==> config.mk <==
export PLATFORM = sky130hd
export DESIGN_NAME = cba_ram
export DESIGN_NICKNAME = d
export VERILOG_FILES = /design/src/rtl/core/cba_ram.sv
export SDC_FILE = /design/constraint.sdc
export NUM_CORES = 1
export LEC_CHECK = 0
export BUFFER_PORTS_ARGS = -buffer_cell sky130_fd_sc_hd__buf_2
export CAP_MARGIN = 20
export CORE_MARGIN = 1
export CORE_UTILIZATION = 40
export CTS_CLUSTER_DIAMETER = 100
export CTS_CLUSTER_SIZE = 24
export DETAILED_ROUTE_END_ITERATION = 8
export GPL_TIMING_DRIVEN = 0
export PLACE_DENSITY = 0.51
export SLEW_MARGIN = 20
export SYNTH_ARGS = -nofsm -noshare
export SYNTH_HDL_FRONTEND = slang
export SYNTH_SLANG_ARGS = --single-unit
==> constraint.sdc <==
create_clock -name clk_i -period 5.3 [get_ports clk_i]
set_clock_uncertainty 0.05 [all_clocks]
set_input_delay 1.06 -clock clk_i [delete_from_list [all_inputs] [get_ports clk_i]]
set_output_delay 1.06 -clock clk_i [all_outputs]
set_load 0.02 [all_outputs]
==> src/rtl/core/cba_ram.sv <==
// ----------------------------------------------------------------------------
// cba_ram
// generic simple dual-port ram, one write and one registered read port
// ----------------------------------------------------------------------------
module cba_ram #(
  parameter int WIDTH = 8,
  parameter int DEPTH = 64
) (
  input  logic                     clk_i,
  input  logic                     we_i,
  input  logic [$clog2(DEPTH)-1:0] waddr_i,
  input  logic [WIDTH-1:0]         wdata_i,
  input  logic [$clog2(DEPTH)-1:0] raddr_i,
  output logic [WIDTH-1:0]         rdata_o
);

  logic [WIDTH-1:0] mem_q [DEPTH];
  logic [WIDTH-1:0] rdata_q;

  always_ff @(posedge clk_i) begin
    if (we_i) begin
      mem_q[waddr_i] <= wdata_i;
    end
    rdata_q <= mem_q[raddr_i];
  end

  assign rdata_o = rdata_q;

endmodule

==> impl_results.md <==
- Number of antenna diodes: 0
- Syn. warnings: 0
- Worst Setup Start Kind: primary input
- WL met3: 2750 um
- Top cell type by total area after synthesis: edfxtp_1
- # resized after CTS: 0
- Crit end category: flop
- CTS tree: built
- Worst slack, placed: between 1000 and 1500 ps
- Crit. Startpoint: raddr_i[2]
- Nets: 1,010
- Postcts setup bufs: 0
- #FFs+latches synth: 520
- Power share of the clock group: 0.301
- Final ANT Viol Nets: 0
- Area delta synth->final: 8.289%
- Core area: 49,360 sq um
- Wire per inst: a little over 30 um
- Largest net degree at the start of global routing: 65
- Vias in the first global route: 9,665
- First-pass iteration count of the detailed router: 5
- Most frequent cell after synthesis: edfxtp_1
- Yosys cell types: 40
- Sequential area share after synthesis: 0.7703
- Wire length on met1: between 20,000 and 25,000 um
- Post-CTS Hold Buffers: 0
- Syn_area_per_cell: around 21 sq um
- Clk root buf: clkbuf_16
- WL met2: between 20,000 and 25,000 um
- RSZ-0062 raised after global routing: no
- End point of the critical path: rdata_o[3]$_DFF_P_
- Uppermost layer routed: met5
- Final WL: about 51,000 um
- Slew Viols, Final: 0
- Int Power: between 5000 and 6000 uW
- Fmax: 0.2836 GHz
- Worst skew pair latency: just under 600 ps
- Worst min-delay path category: in2reg
- Crit path setup slack, layout: around 1800 ps
- Leak: approximately 0.0066 uW
- Layout cells sized above 1: 0.2187
- Ys flop type: edfxtp_1
- Clock slew at reported path FFs: ~90 ps
- Slew at the pin with the worst max-slew slack: 1053 ps
- Worst setup path class: in2reg
- R2R cell count: 5
- Layout fillers: 4,226
- Placer Congestion: 0.8796
- Arr. time, crit path: roughly 3900 ps
- Maximum clock path buffer count: 3
- Sink Count: 520
- Input/output buffers: 21
- Data required, critical path: around 5700 ps
- Post-synth top cells: edfxtp_1, mux4_2, nor2_1
- Slowest-stage cell, CP: clkbuf_1
- Global-route wire length before repair: roughly 73,000 um
- Vias: roughly 9,500
- Initial antenna violation count: 4
- Net load switching power: approximately 1600 uW
- Total power: between 7000 and 8000 uW
- Vias/cell: around 5.7
- Mapped Cells: 940
- Synth top area share: 0.7624
- Peak per-stage delay on the critical path: approximately 750 ps
- Synth Net Count: roughly 960
- Power per cell area: 329.2 nW/um^2
- Setup violations, final: 0
- Initial DRC Count: about 1,100
- Largest fanout on the critical path: 10
- Count of flip-flops with a built-in enable after synthesis: roughly 510
- Max-Cap Viols: 0
- Post-layout min period: 3526 ps
- Total clock buffers created by CTS: 25
- Asr flop ratio synth: 0
- Status: finished, final reports clean
- Sequential power share: 0.633
- # IOs: 30
- Crit path cell chain: buf_2 > buf_4 > clkbuf_1 > buf_2 > o221ai_1 > o21a_1 > o41ai_1
- DRC viols: 0
- Reg2Reg Capture Point: rdata_o[4]$_DFF_P_
- Synth Cell Area: a little over 20,000 sq um
- Htree depth: 1
- Max VDD drop: 209.0 uV
- GRT Total Usage: 0.2043
- FF-to-FF Start: mem_q[20][4]$_DFFE_PP_
- Fin crit share: 0.6653
- Comb power frac: 0.066
- Switching share of power: 0.2196
- Initial core utilization: 0.4086
- Reg2reg setup slack: ~3100 ps
- Die width: about 230 um
- Grt ovf: 0
- CP dominant cell by count: buf_2
- Final TNS setup: 0 ps
- DP Wirelength: around 32,000 um
- Rows: between 80 and 90
- Area contributors post-synth: edfxtp_1, mux4_2, nor2_1
- Die area: 51,320 sq um
- Slew margin rel.: 0.2955
- DIE HEIGHT: ~230 um
- Final hold violations: 0
-- state kept, by name, indices dropped and copies added, names as in the netlist --
register and cells:
rdata_o 8, mem_q 512
-- per-layer routing --
metal  up-vias  track usage
met3        58      0.02942
met1      5129       0.3064
met2       296       0.3186
met5         -            0
li1       3999            -
met4         8      0.04250
-- kinds of logic (layout without fill, tap and decap cells) --
family	count (synthesis)	after routing	share of synthesized area
AND/OR/NAND/NOR	153	153	0.03387
multiplexers	162	162	0.1594
AO/OA/AOI/OAI	54	54	0.02072
flip-flops	520	520	0.7703
buffers and inverters	51	117	0.01570
-- placed cells by master, fill, tap and decap left out, types with 5 or more instances in the layout --
cell type / n
mux4_2: 126
buf_4: 21
o22ai_1: 8
dfxtp_1: 8
edfxtp_1: 512
mux2i_1: 23
mux2_2: 13
clkbuf_16: 25
nor2b_1: 14
nand2_1: 19
nor2_1: 83
nand2b_1: 7
clkbuf_1: 36
nand3_1: 13
nor3_1: 5
buf_2: 24
a221oi_1: 6
o221ai_1: 8
-- power by group through the flow --
stage          Combinational [uW]  Clock (uW)  Sequential, uW
2_1_floorplan                 243           0            4660
3_3_place_gp                  470           0            4650
3_5_place_dp                  476           0            4650
4_1_cts                       477        2210            4550
5_1_grt                       500        2340            4560
6_report                      472        2170            4550
-- stage by stage --
stage          instance area [sq um]  hold slack (ps)    util  std cells
6_report                       21840            900.7  0.4425       1670
5_1_grt                        21840            898.0  0.4425       1670
4_1_cts                        21830            860.7  0.4423       1670
3_5_place_dp                   21120            918.1  0.4280       1625
3_3_place_gp                   21100            924.0  0.4276       1625
2_1_floorplan                  20170            668.3       -        940
-- layout make-up --
cell class,instances,area [sq um],area share
buffer,51,316.6,0.01450
clock buffer,44,696.9,0.03191
clock inverter,1,8.758,0.0004011
multi-input combinational,369,4325,0.1981
sequential,520,15530,0.7114
tap,664,830.8,0.03804
timing repair buffer,21,125.1,0.005729
-- worst max-delay path: cells and delay by family --
kind	cells	cell delay [ps]
AO/OA/AOI/OAI	3	1000
buffers and inverters	4	1800
-- worst min path at each step --
| stage | from | endpoint | slack (ps) | cells past startpoint |
|---|---|---|---|---|
| 2_1_floorplan | mem_q[34][0]$_DFFE_PP_ | rdata_o[0]$_DFF_P_ | 670 | 4 |
| 6_report | raddr_i[5] | rdata_o[5]$_DFF_P_ | 900 | 2 |
| 4_1_cts | raddr_i[5] | rdata_o[3]$_DFF_P_ | 860 | 2 |
| 3_3_place_gp | mem_q[7][7]$_DFFE_PP_ | rdata_o[7]$_DFF_P_ | 920 | 4 |
| 3_5_place_dp | mem_q[6][7]$_DFFE_PP_ | rdata_o[7]$_DFF_P_ | 920 | 4 |
| 5_1_grt | raddr_i[5] | rdata_o[3]$_DFF_P_ | 900 | 2 |
No activity file was read; power rests on OpenSTA's default activity.
